===== src/tfec_pkg.sv =====
`timescale 1ns / 1ps
// ----------------------------------------------------------------------------
// tfec_pkg: shared constants and types of the trip / fuel efficiency computer
// Field widths, register reset values, scale factors and divider status.
// ----------------------------------------------------------------------------
package tfec_pkg;

    // field and state widths
    localparam int SPEED_W = 17;
    localparam int FUEL_W  = 32;
    localparam int TRIP_W  = 32;
    localparam int MASS_W  = 40;
    localparam int EFF_W   = 24;
    localparam int CNT_W   = 8;
    localparam int WIN_W   = 8;
    localparam int MIN_W   = 24;

    // divider operand widths: numerator holds trip * 256000 (< 2^50)
    localparam int NUM_W = 50;
    localparam int DEN_W = MASS_W;
    localparam int QUO_W = EFF_W;

    // register reset values
    localparam logic [WIN_W-1:0] WIN_RESET      = 8'd60;
    localparam logic [MIN_W-1:0] MIN_MASS_RESET = 24'd100000;

    // register indexes (byte address bit 2)
    localparam logic REG_WINDOW   = 1'b0;
    localparam logic REG_MIN_MASS = 1'b1;

    // trip distance per tick: floor(speed_q8 * 250 / 2304) mm
    localparam logic [7:0]       TRIP_SCALE = 8'd250;
    localparam logic [DEN_W-1:0] TRIP_DIV   = 40'd2304;

    // efficiency numerator: trip * 256000 = (trip * 125) << 11
    localparam logic [6:0] EFF_SCALE = 7'd125;
    localparam int         EFF_SHIFT = 11;

    // divider status back to the controller
    typedef struct packed {
        logic done;
        logic ovf;
    } div_status_t;

endpackage


===== src/tfec_div.sv =====
`timescale 1ns / 1ps
// ----------------------------------------------------------------------------
// tfec_div: bit-serial restoring divider
// One quotient bit per cycle, numerator shifted in MSB first. Quotient bits
// above the kept width set a sticky overflow flag.
// ----------------------------------------------------------------------------
module tfec_div #(
    parameter int NumW = tfec_pkg::NUM_W,
    parameter int DenW = tfec_pkg::DEN_W,
    parameter int QuoW = tfec_pkg::QUO_W
) (
    input  logic                    aclk,
    input  logic                    aresetn,
    input  logic                    start,
    input  logic [NumW-1:0]         numer,
    input  logic [DenW-1:0]         denom,
    output logic [QuoW-1:0]         quot,
    output tfec_pkg::div_status_t   status
);
    import tfec_pkg::*;

    localparam int CntW = $clog2(NumW + 1);

    logic [NumW-1:0] num_reg, num_next;
    logic [DenW-1:0] den_reg, den_next;
    logic [DenW-1:0] rem_reg, rem_next;
    logic [QuoW-1:0] quo_reg, quo_next;
    logic            ovf_reg, ovf_next;
    logic [CntW-1:0] cnt_reg, cnt_next;
    logic            busy_reg, busy_next;
    logic            done_reg, done_next;

    logic [DenW:0]   rem_shift;
    logic [DenW:0]   rem_diff;
    logic            qbit;

    // one restoring step: shift in next numerator bit, trial subtract
    always_comb begin
        rem_shift = {rem_reg, num_reg[NumW-1]};
        rem_diff  = rem_shift - {1'b0, den_reg};
        qbit      = (rem_shift >= {1'b0, den_reg});
    end

    always_comb begin
        num_next  = num_reg;
        den_next  = den_reg;
        rem_next  = rem_reg;
        quo_next  = quo_reg;
        ovf_next  = ovf_reg;
        cnt_next  = cnt_reg;
        busy_next = busy_reg;
        done_next = 1'b0;
        if (start) begin
            num_next  = numer;
            den_next  = denom;
            rem_next  = '0;
            quo_next  = '0;
            ovf_next  = 1'b0;
            cnt_next  = CntW'(NumW);
            busy_next = 1'b1;
        end else if (busy_reg) begin
            num_next = {num_reg[NumW-2:0], 1'b0};
            rem_next = qbit ? rem_diff[DenW-1:0] : rem_shift[DenW-1:0];
            quo_next = {quo_reg[QuoW-2:0], qbit};
            ovf_next = ovf_reg | quo_reg[QuoW-1];
            cnt_next = cnt_reg - 1'b1;
            if (cnt_reg == CntW'(1)) begin
                busy_next = 1'b0;
                done_next = 1'b1;
            end
        end
    end

    always_ff @(posedge aclk) begin
        if (!aresetn) begin
            busy_reg <= 1'b0;
            done_reg <= 1'b0;
            cnt_reg  <= '0;
        end else begin
            busy_reg <= busy_next;
            done_reg <= done_next;
            cnt_reg  <= cnt_next;
        end
        num_reg <= num_next;
        den_reg <= den_next;
        rem_reg <= rem_next;
        quo_reg <= quo_next;
        ovf_reg <= ovf_next;
    end

    assign quot        = quo_reg;
    assign status.done = done_reg;
    assign status.ovf  = ovf_reg;

endmodule


===== src/trip_fuel_efficiency_computer_core.sv =====
`timescale 1ns / 1ps
// ----------------------------------------------------------------------------
// trip_fuel_efficiency_computer_core: trip distance and fuel efficiency
// Channel  Dir  Payload
// s_       in   tuser: action; tdata: speed_q8, fuel_mass_ug
// m_       out  tuser: efficiency_updated; tdata: rate, efficiency, trip_mm
// APB      in   window_seconds @0x0, min_mass_ug @0x4
//
// A trip tick runs a 50-step bit-serial divide of speed_q8 * 250 by 2304;
// a fuel tick that closes a window with enough mass runs a 50-step divide
// trip*256000 / mass, and any other fuel tick bypasses the divider.
// The serial divider produces one quotient bit per cycle.
// One item is in work at a time; the result register lets the next item be
// taken while a result waits. m_tready low holds the finished item.
// Synchronous active-low reset clears all accumulators and the hold values.
// ----------------------------------------------------------------------------
module trip_fuel_efficiency_computer_core (
    input  logic        aclk,
    input  logic        aresetn,
    // input stream
    input  logic        s_tvalid,
    output logic        s_tready,
    input  logic [55:0] s_tdata,   // [16:0] speed_q8, [48:17] fuel_mass_ug
    input  logic        s_tuser,   // [0] action
    // result stream
    output logic        m_tvalid,
    input  logic        m_tready,
    output logic [87:0] m_tdata,   // [31:0] rate, [55:32] eff, [87:56] trip_mm
    output logic        m_tuser,   // [0] efficiency_updated
    // configuration
    input  logic        psel,
    input  logic        penable,
    input  logic        pwrite,
    input  logic [2:0]  paddr,
    input  logic [31:0] pwdata,
    output logic [31:0] prdata,
    output logic        pready
);
    import tfec_pkg::*;

    typedef enum logic [1:0] {S_IDLE, S_CHECK, S_DIV, S_DONE} state_t;

    state_t state_reg, state_next;

    logic [WIN_W-1:0]  win_reg;
    logic [MIN_W-1:0]  min_reg;
    logic [TRIP_W-1:0] trip_reg, trip_next;
    logic [MASS_W-1:0] mass_reg, mass_next;
    logic [CNT_W-1:0]  cnt_reg, cnt_next;
    logic [FUEL_W-1:0] rate_reg, rate_next;
    logic [EFF_W-1:0]  eff_reg, eff_next;
    logic              upd_reg, upd_next;
    logic              trip_op_reg, trip_op_next;
    logic              m_tvalid_reg, m_tvalid_next;
    logic [87:0]       m_tdata_reg, m_tdata_next;
    logic              m_tuser_reg, m_tuser_next;

    logic                  s_xfer;
    logic                  out_load;
    logic [SPEED_W-1:0]    in_speed;
    logic [FUEL_W-1:0]     in_fuel;
    logic [MASS_W:0]       mass_sum;
    logic [TRIP_W:0]       trip_sum;
    logic [SPEED_W+7:0]    speed_prod;
    logic [TRIP_W+6:0]     eff_prod;
    logic                  cfg_wr;

    logic                  div_start;
    logic [NUM_W-1:0]      div_num;
    logic [DEN_W-1:0]      div_den;
    logic [QUO_W-1:0]      div_quot;
    div_status_t           div_status;

    // input unpacking
    assign in_speed = s_tdata[SPEED_W-1:0];
    assign in_fuel  = s_tdata[SPEED_W+FUEL_W-1:SPEED_W];
    assign s_tready = (state_reg == S_IDLE);
    assign s_xfer   = s_tvalid && s_tready;
    assign out_load = (state_reg == S_DONE) && (!m_tvalid_reg || m_tready);

    // products feeding the divider (registered inside it), sums feeding the mass and trip accumulators
    assign speed_prod = in_speed * TRIP_SCALE;
    assign eff_prod   = trip_reg * EFF_SCALE;
    assign mass_sum   = {1'b0, mass_reg} + {{(MASS_W+1-FUEL_W){1'b0}}, in_fuel};
    assign trip_sum   = {1'b0, trip_reg} + {{(TRIP_W+1-QUO_W){1'b0}}, div_quot};

    // sequencer
    always_comb begin
        state_next    = state_reg;
        trip_next     = trip_reg;
        mass_next     = mass_reg;
        cnt_next      = cnt_reg;
        rate_next     = rate_reg;
        eff_next      = eff_reg;
        upd_next      = upd_reg;
        trip_op_next  = trip_op_reg;
        m_tvalid_next = m_tvalid_reg;
        m_tdata_next  = m_tdata_reg;
        m_tuser_next  = m_tuser_reg;
        div_start     = 1'b0;
        div_num       = {{(NUM_W-SPEED_W-8){1'b0}}, speed_prod};
        div_den       = TRIP_DIV;

        if (m_tvalid_reg && m_tready) begin
            m_tvalid_next = 1'b0;
        end

        case (state_reg)
            S_IDLE: begin
                if (s_xfer) begin
                    upd_next     = 1'b0;
                    trip_op_next = !s_tuser;
                    if (!s_tuser) begin
                        div_start  = 1'b1;
                        state_next = S_DIV;
                    end else begin
                        rate_next = in_fuel;
                        mass_next = mass_sum[MASS_W] ? {MASS_W{1'b1}} : mass_sum[MASS_W-1:0];
                        if (cnt_reg != {CNT_W{1'b1}}) begin
                            cnt_next = cnt_reg + 1'b1;
                        end
                        state_next = S_CHECK;
                    end
                end
            end
            S_CHECK: begin
                if (cnt_reg >= win_reg) begin
                    upd_next = 1'b1;
                    if (mass_reg > {{(MASS_W-MIN_W){1'b0}}, min_reg}) begin
                        div_start  = 1'b1;
                        div_num    = {eff_prod, {EFF_SHIFT{1'b0}}};
                        div_den    = mass_reg;
                        state_next = S_DIV;
                    end else begin
                        eff_next   = '0;
                        trip_next  = '0;
                        mass_next  = '0;
                        cnt_next   = '0;
                        state_next = S_DONE;
                    end
                end else begin
                    state_next = S_DONE;
                end
            end
            S_DIV: begin
                if (div_status.done) begin
                    if (trip_op_reg) begin
                        trip_next = trip_sum[TRIP_W] ? {TRIP_W{1'b1}} : trip_sum[TRIP_W-1:0];
                    end else begin
                        eff_next  = div_status.ovf ? {EFF_W{1'b1}} : div_quot;
                        trip_next = '0;
                        mass_next = '0;
                        cnt_next  = '0;
                    end
                    state_next = S_DONE;
                end
            end
            S_DONE: begin
                if (out_load) begin
                    m_tvalid_next = 1'b1;
                    m_tdata_next  = {trip_reg, eff_reg, rate_reg};
                    m_tuser_next  = upd_reg;
                    state_next    = S_IDLE;
                end
            end
            default: begin
                state_next = S_IDLE;
            end
        endcase
    end

    always_ff @(posedge aclk) begin
        if (!aresetn) begin
            state_reg    <= S_IDLE;
            trip_reg     <= '0;
            mass_reg     <= '0;
            cnt_reg      <= '0;
            rate_reg     <= '0;
            eff_reg      <= '0;
            upd_reg      <= 1'b0;
            trip_op_reg  <= 1'b0;
            m_tvalid_reg <= 1'b0;
        end else begin
            state_reg    <= state_next;
            trip_reg     <= trip_next;
            mass_reg     <= mass_next;
            cnt_reg      <= cnt_next;
            rate_reg     <= rate_next;
            eff_reg      <= eff_next;
            upd_reg      <= upd_next;
            trip_op_reg  <= trip_op_next;
            m_tvalid_reg <= m_tvalid_next;
        end
        m_tdata_reg <= m_tdata_next;
        m_tuser_reg <= m_tuser_next;
    end

    assign m_tvalid = m_tvalid_reg;
    assign m_tdata  = m_tdata_reg;
    assign m_tuser  = m_tuser_reg;

    // shared serial divider
    tfec_div #(
        .NumW(NUM_W),
        .DenW(DEN_W),
        .QuoW(QUO_W)
    ) u_div (
        .aclk    (aclk),
        .aresetn (aresetn),
        .start   (div_start),
        .numer   (div_num),
        .denom   (div_den),
        .quot    (div_quot),
        .status  (div_status)
    );

    // configuration registers
    assign pready = 1'b1;
    assign cfg_wr = psel && penable && pwrite && pready;

    always_ff @(posedge aclk) begin
        if (!aresetn) begin
            win_reg <= WIN_RESET;
            min_reg <= MIN_MASS_RESET;
        end else if (cfg_wr) begin
            case (paddr[2])
                REG_WINDOW:   win_reg <= pwdata[WIN_W-1:0];
                REG_MIN_MASS: min_reg <= pwdata[MIN_W-1:0];
                default: begin
                end
            endcase
        end
    end

    always_comb begin
        case (paddr[2])
            REG_WINDOW:   prdata = {{(32-WIN_W){1'b0}}, win_reg};
            REG_MIN_MASS: prdata = {{(32-MIN_W){1'b0}}, min_reg};
            default:      prdata = '0;
        endcase
    end

endmodule

===== config.mk =====
export PLATFORM = sky130hd
export DESIGN_NAME = trip_fuel_efficiency_computer_core
export DESIGN_NICKNAME = d
export VERILOG_FILES = /design/src/tfec_pkg.sv /design/src/tfec_div.sv /design/src/trip_fuel_efficiency_computer_core.sv
export SDC_FILE = /design/constraint.sdc
export NUM_CORES = 1
export LEC_CHECK = 0
export BUFFER_PORTS_ARGS = -buffer_cell sky130_fd_sc_hd__buf_2
export CAP_MARGIN = 25
export CORE_AREA = 10 10 272 274
export DETAILED_ROUTE_END_ITERATION = 8
export DIE_AREA = 0 0 282 284
export PLACE_DENSITY = 0.64
export SLEW_MARGIN = 15
export SYNTH_ARGS = -nofsm -noshare
export SYNTH_HDL_FRONTEND = slang
export SYNTH_SLANG_ARGS = --single-unit

===== constraint.sdc =====
create_clock -name aclk -period 5.4 [get_ports aclk]
set_input_delay 1.08 -clock aclk [delete_from_list [all_inputs] [get_ports aclk]]
set_output_delay 1.08 -clock aclk [all_outputs]
set_load 0.01 [all_outputs]

; Word-level counts from Yosys, hierarchy flattened
; Cells that the tools add are included.
[word_totals]
reg_bits = 425
latch_bits = 0
mem_bits_rw = 0
romBits = 0
input_bits = 99
out_inout_bits = 124
word_cells = 135
n_memories = 0
[op_classes]
addsub = 5
mul = 2
div = 0
n_lt_le_gt_ge = 3
n_eq_ne = 13
shifts = 0
mux = 59
bitwise_logic = 4
n_reduce_logical = 27
[ops]
columns = op, n
row1 = $mux W40, 8
row2 = $mux W50, 5
row3 = $mux W32, 5
row4 = $pmux W32 S2, 2
row5 = $mux W24, 5
row6 = $pmux W40 S3, 1
row7 = $mux W8, 7
row8 = $pmux W24 S2, 1
row9 = $add A40 B32 Y41, 1
row10 = $ge A41 B40 Y1, 1
row11 = $gt A40 B24 Y1, 1
row12 = $sub A40 B40 Y40, 1
row13 = $mul A32 B7 Y39 const B, 1
row14 = $add A32 B24 Y33, 1
row15 = $mul A17 B7 Y24 const B, 1
row16 = $pmux W8 S3, 1
row17 = $mux W1, 14
row18 = $mux W6, 2
row19 = $reduce_and A3 Y1, 4
row20 = $mux W2, 5
row21 = $add A8 B1 Y8 const B, 1
row22 = $ge A8 B8 Y1, 1
row23 = $ne A2 B1 Y1 const B, 4
row24 = $ne A2 B2 Y1 const B, 4
row25 = 22 further kinds, 36

; Longest topological paths before layout
[logic_depth]
depth_word = 5
depth_mapped = 18
ltp_nobuf = 18

; Hierarchy
; A second synthesis with hierarchy kept.
[unflattened]
cells_unflattened = 3295
area_unflattened_um2 = 30449.2
[modules_own_cells]
columns = module, instances, cells_per_inst, area_per_inst_um2, seq_area_each_um2
row1 = trip_fuel_efficiency_computer_core, 1, 2418, 21712.1, 6135.9
row2 = tfec_div, 1, 877, 8737.1, 4164.0

; Worst setup path after synthesis
; No wires, ideal clock.
[synth_timing]
path_type = input to register
from = input port m_tready
to = register m_tdata_reg[0] (netlist: m_tdata[0]), enable pin
setup_ns = 0.548
arrival_ns = 5.091
required_time_ns = 4.852
setup_slack_ns = -0.239
stages = 2
n_path_buf = 0
path_cell_list = nor2b_1 nor2b_1
[synth_between]
elab_chain_cells = 3
[synth_rtl]
columns = element, line_no
row1 = from (decl), trip_fuel_efficiency_computer_core.sv:27  ; input logic m_tready,
row2 = $logic_or A1 B1 Y1, trip_fuel_efficiency_computer_core.sv:79  ; assign out_load = (state_reg == S_DONE) && (!m_tvalid_reg || m_tready);
row3 = $logic_and A1 B1 Y1, trip_fuel_efficiency_computer_core.sv:79
row4 = $reduce_and A2 Y1 (no source line), n/a
row5 = to (signal assigned), trip_fuel_efficiency_computer_core.sv:194  ; m_tdata_reg <= m_tdata_next;
row6 = to (decl), trip_fuel_efficiency_computer_core.sv:55  ; logic [87:0] m_tdata_reg, m_tdata_next;
; No other way between the ends.
; A chain may end at the register's enable or synchronous reset.

; Final worst setup path
[layout_timing]
from = register trip_reg[19]
to = register u_div.num_reg[48], data pin
[layout_between]
elab_chain_cells = 5
[layout_rtl]
columns = element, line_no
row1 = from (decl), trip_fuel_efficiency_computer_core.sv:47  ; logic [TRIP_W-1:0] trip_reg, trip_next;
row2 = from (signal assigned), trip_fuel_efficiency_computer_core.sv:185  ; trip_reg <= trip_next;
row3 = $mul A32 B7 Y39, trip_fuel_efficiency_computer_core.sv:83  ; assign eff_prod = trip_reg * EFF_SCALE;
row4 = $mux W50, trip_fuel_efficiency_computer_core.sv:129  ; if (mass_reg > {{(MASS_W-MIN_W){1'b0}}, min_reg}) begin
row5 = $mux W50, trip_fuel_efficiency_computer_core.sv:127  ; if (cnt_reg >= win_reg) begin
row6 = $mux W50, trip_fuel_efficiency_computer_core.sv:108  ; case (state_reg)
row7 = $mux W50, tfec_div.sv:53  ; if (start) begin
row8 = named net u_div.num_next[48], tfec_div.sv:24  ; logic [NumW-1:0] num_reg, num_next;
row9 = to (signal assigned), tfec_div.sv:84  ; num_reg <= num_next;
row10 = to (decl), tfec_div.sv:24
; The timed path passes the listed nets, and every way through them passes these cells.

==> results_dict.tcl <==
set metrics [dict create \
    cts.sinks 424 \
    grt_max_degree 66 \
    place_area_sq_um 32990 \
    htree_levels 2 \
    cts_hold_buf 0 \
    rsz0062_at_grt "no" \
    fmax_ghz 0.1944 \
    yosysWarningCount 0 \
    die_h_microns 284 \
    syn_area_sq_um 30590 \
    cts_tree "built" \
    cts-root-buf "clkbuf_16" \
    clk_pin_slew_ns 0.06 \
    die_area_sq_um 80090 \
    avgViaCountPerCell 5.455 \
    outcome "completed" \
    relSlewSlack_pct 31.69 \
    core_area_sq_um 68350 \
    grt_usage_pct 19.35 \
    cp-start-kind "flop" \
    initial_utilization_pct 44.76 \
    wl_per_cell_microns 17.41 \
    largest_reg_flops 88 \
    holdWs_ns 0.4266 \
    nNetsFinal 4101 \
    required_ns 5.75 \
    final_area_sq_um 34640 \
    postSynthAreaPerCell_sq_um 9.195 \
    yosysMostFrequentCell "inv_1" \
    hold_viol_final 0 \
    syn_to_final_growth_pct 13.24 \
    synth_seq_cells 424 \
    antenna_left 0 \
    grt_pass1_wl_microns 127800 \
    grt_pass1_vias 23876 \
    power.density_nw_per_um2 426.2 \
    clk_latency_ns 0.61 \
    antenna_found_initial 2 \
    holdCritPathClass "reg2reg" \
    nFillCells 6360 \
    drt-total-wl_microns 77860 \
    critPathCaptureType "flop" \
    ys_types 100 \
    synthTopCellsByCount "inv_1, nand2_1, a21oi_1, ha_1, dfxtp_1" \
    synth_top_area_share_pct 17.47 \
    drive_gt1_share_pct 12.29 \
    syn-instance-count 3327 \
    dominantRegCellSynth "dfxtp_1" \
    drtIter0Drc 1679 \
    maxSlewViolCount 0 \
    finalCritPeriodShare_pct 95.28 \
    setup_viol 0 \
    synth_area_leader_cell "edfxtp_1" \
    overflow 0 \
    leakagePower_nw 14.97 \
    num_antenna_cells 0 \
    cts_buffers 48 \
    die_w_microns 282 \
    tightest_slew_ns 1.025 \
    drt_pre_antenna_iters 5 \
    ys_top_cells_by_area "edfxtp_1, dfxtp_1, fa_1, ha_1, a21oi_1" \
    critPathArrivalTime_ns 5.49 \
    synth-edff-count 178 \
    fin_skew_ns 0.03438 \
    peakVddDrop_mv 0.2840 \
    fin_crit_ns 5.145 \
    rows 96 \
    crit_type "reg2reg" \
    clock_path_buffers 3 \
    cp_max_fo 5 \
    yosysSeqAreaShare_pct 33.57 \
    gp_congestion 0.9114 \
    async_flop_share_pct 0 \
    drc 0 \
    vias 24389 \
    pin_count 223 \
    io_buffers 196 \
    drv_cap 0 \
    dp_hpwl_microns 59880 \
]
==> worst max-delay path, stage by stage, from the launching register on <==
cell and delay (ns):
dfxtp_1 0.52, inv_1 0.26, fa_1 0.56, fa_1 0.45, fa_1 0.50, fa_1 0.51
inv_1 0.04, ha_1 0.34, a21o_1 0.17, a21oi_1 0.18, o21ai_0 0.11, a21oi_1 0.30
o31ai_4 0.15, a21o_1 0.26, a31o_2 0.26, a221o_1 0.29
==> path summary, 6_finish.rpt <==
path                  endpoint         start  slack [ns]  depth (start not counted)
max reg2reg  u_div.num_reg[48]  trip_reg[19]        0.26                         15
min reg2reg        m_tdata[26]  rate_reg[26]        0.43                          0
min                m_tdata[26]  rate_reg[26]        0.43                          0
max          u_div.num_reg[48]  trip_reg[19]        0.26                         15
==> metal layers <==
metal	global-route usage (%)	wire (microns)	share of wire, %
met5	0	34	0.044
met4	4.600	1602	2.1
met3	4.184	5128	6.6
met2	29.88	34130	44
met1	27.15	36960	47
==> area by class of cell <==
class                   instances  area [sq um]  share of cell area (%)
flip-flops and latches        424         10270                   29.66
clock inverters                24         240.2                  0.6934
multi-input cells            2396         18400                   53.11
inverters                     371          1400                   4.041
well taps                     882          1104                   3.186
clock buffers                  66          1340                   3.868
repair buffers                308          1887                   5.446
==> power breakdown <==
group,total [W],switching [W],internal [W]
Sequential,0.00448,0.000478,0.00400
Clock,0.00329,0.00139,0.00190
Combinational,0.00700,0.00416,0.00284
Total,0.0148,0.00603,0.00873
==> through the flow <==
step / TNS, ns / total power, W / setup WS, ns / util, % / instances
after floorplan: 0 / 0.009537 / 0.01027 / - / 3334
after global placement: -1.948 / 0.01139 / -0.3259 / 48.22 / 4377
after detailed placement: -2.231 / 0.01149 / -0.3906 / 48.28 / 4379
after CTS: 0 / 0.01482 / 0.1404 / 50.59 / 4469
after global routing: 0 / 0.01593 / 0.008308 / 50.69 / 4471
final: 0 / 0.01476 / 0.2551 / 50.69 / 4471
==> what timing repair did <==
item / 4_1_cts / 5_1_grt
gates resized for setup: 0 / 8
buffers inserted: 0 / 1
setup endpoints to repair: 0 / 9
==> cells in the final DEF, fill, tap and decap left out, drive strengths merged, types with 13 or more instances in the layout <==
| cell type | n |
|---|---|
| a31oi | 33 |
| xnor2 | 71 |
| edfxtp | 178 |
| o21a | 31 |
| nand3 | 82 |
| buf | 308 |
| o21bai | 20 |
| inv | 370 |
| clkbuf | 66 |
| o21ai | 218 |
| a211oi | 29 |
| nand2b | 25 |
| and3 | 35 |
| nor3 | 53 |
| nor2 | 175 |
| clkinv | 14 |
| fa | 179 |
| a21o | 66 |
| a22oi | 13 |
| nand2 | 325 |
| ha | 274 |
| o31ai | 18 |
| nor2b | 27 |
| nor4 | 13 |
| or2 | 13 |
| a21oi | 298 |
| mux2i | 52 |
| and2 | 51 |
| xor2 | 49 |
| o211ai | 52 |
| dfxtp | 246 |
| nand4 | 34 |
==> kinds of logic after synthesis <==
family	count (synthesis)	share of synthesized area, %
compound gates	881	18.04
simple gates	879	13.69
buf+inv	514	6.544
fa+ha+maj	453	22.92
flops	424	33.57
xor+xnor	120	3.435
mux	54	1.775
other cells	2	0.02455
Power figures use the tool's default switching activity.
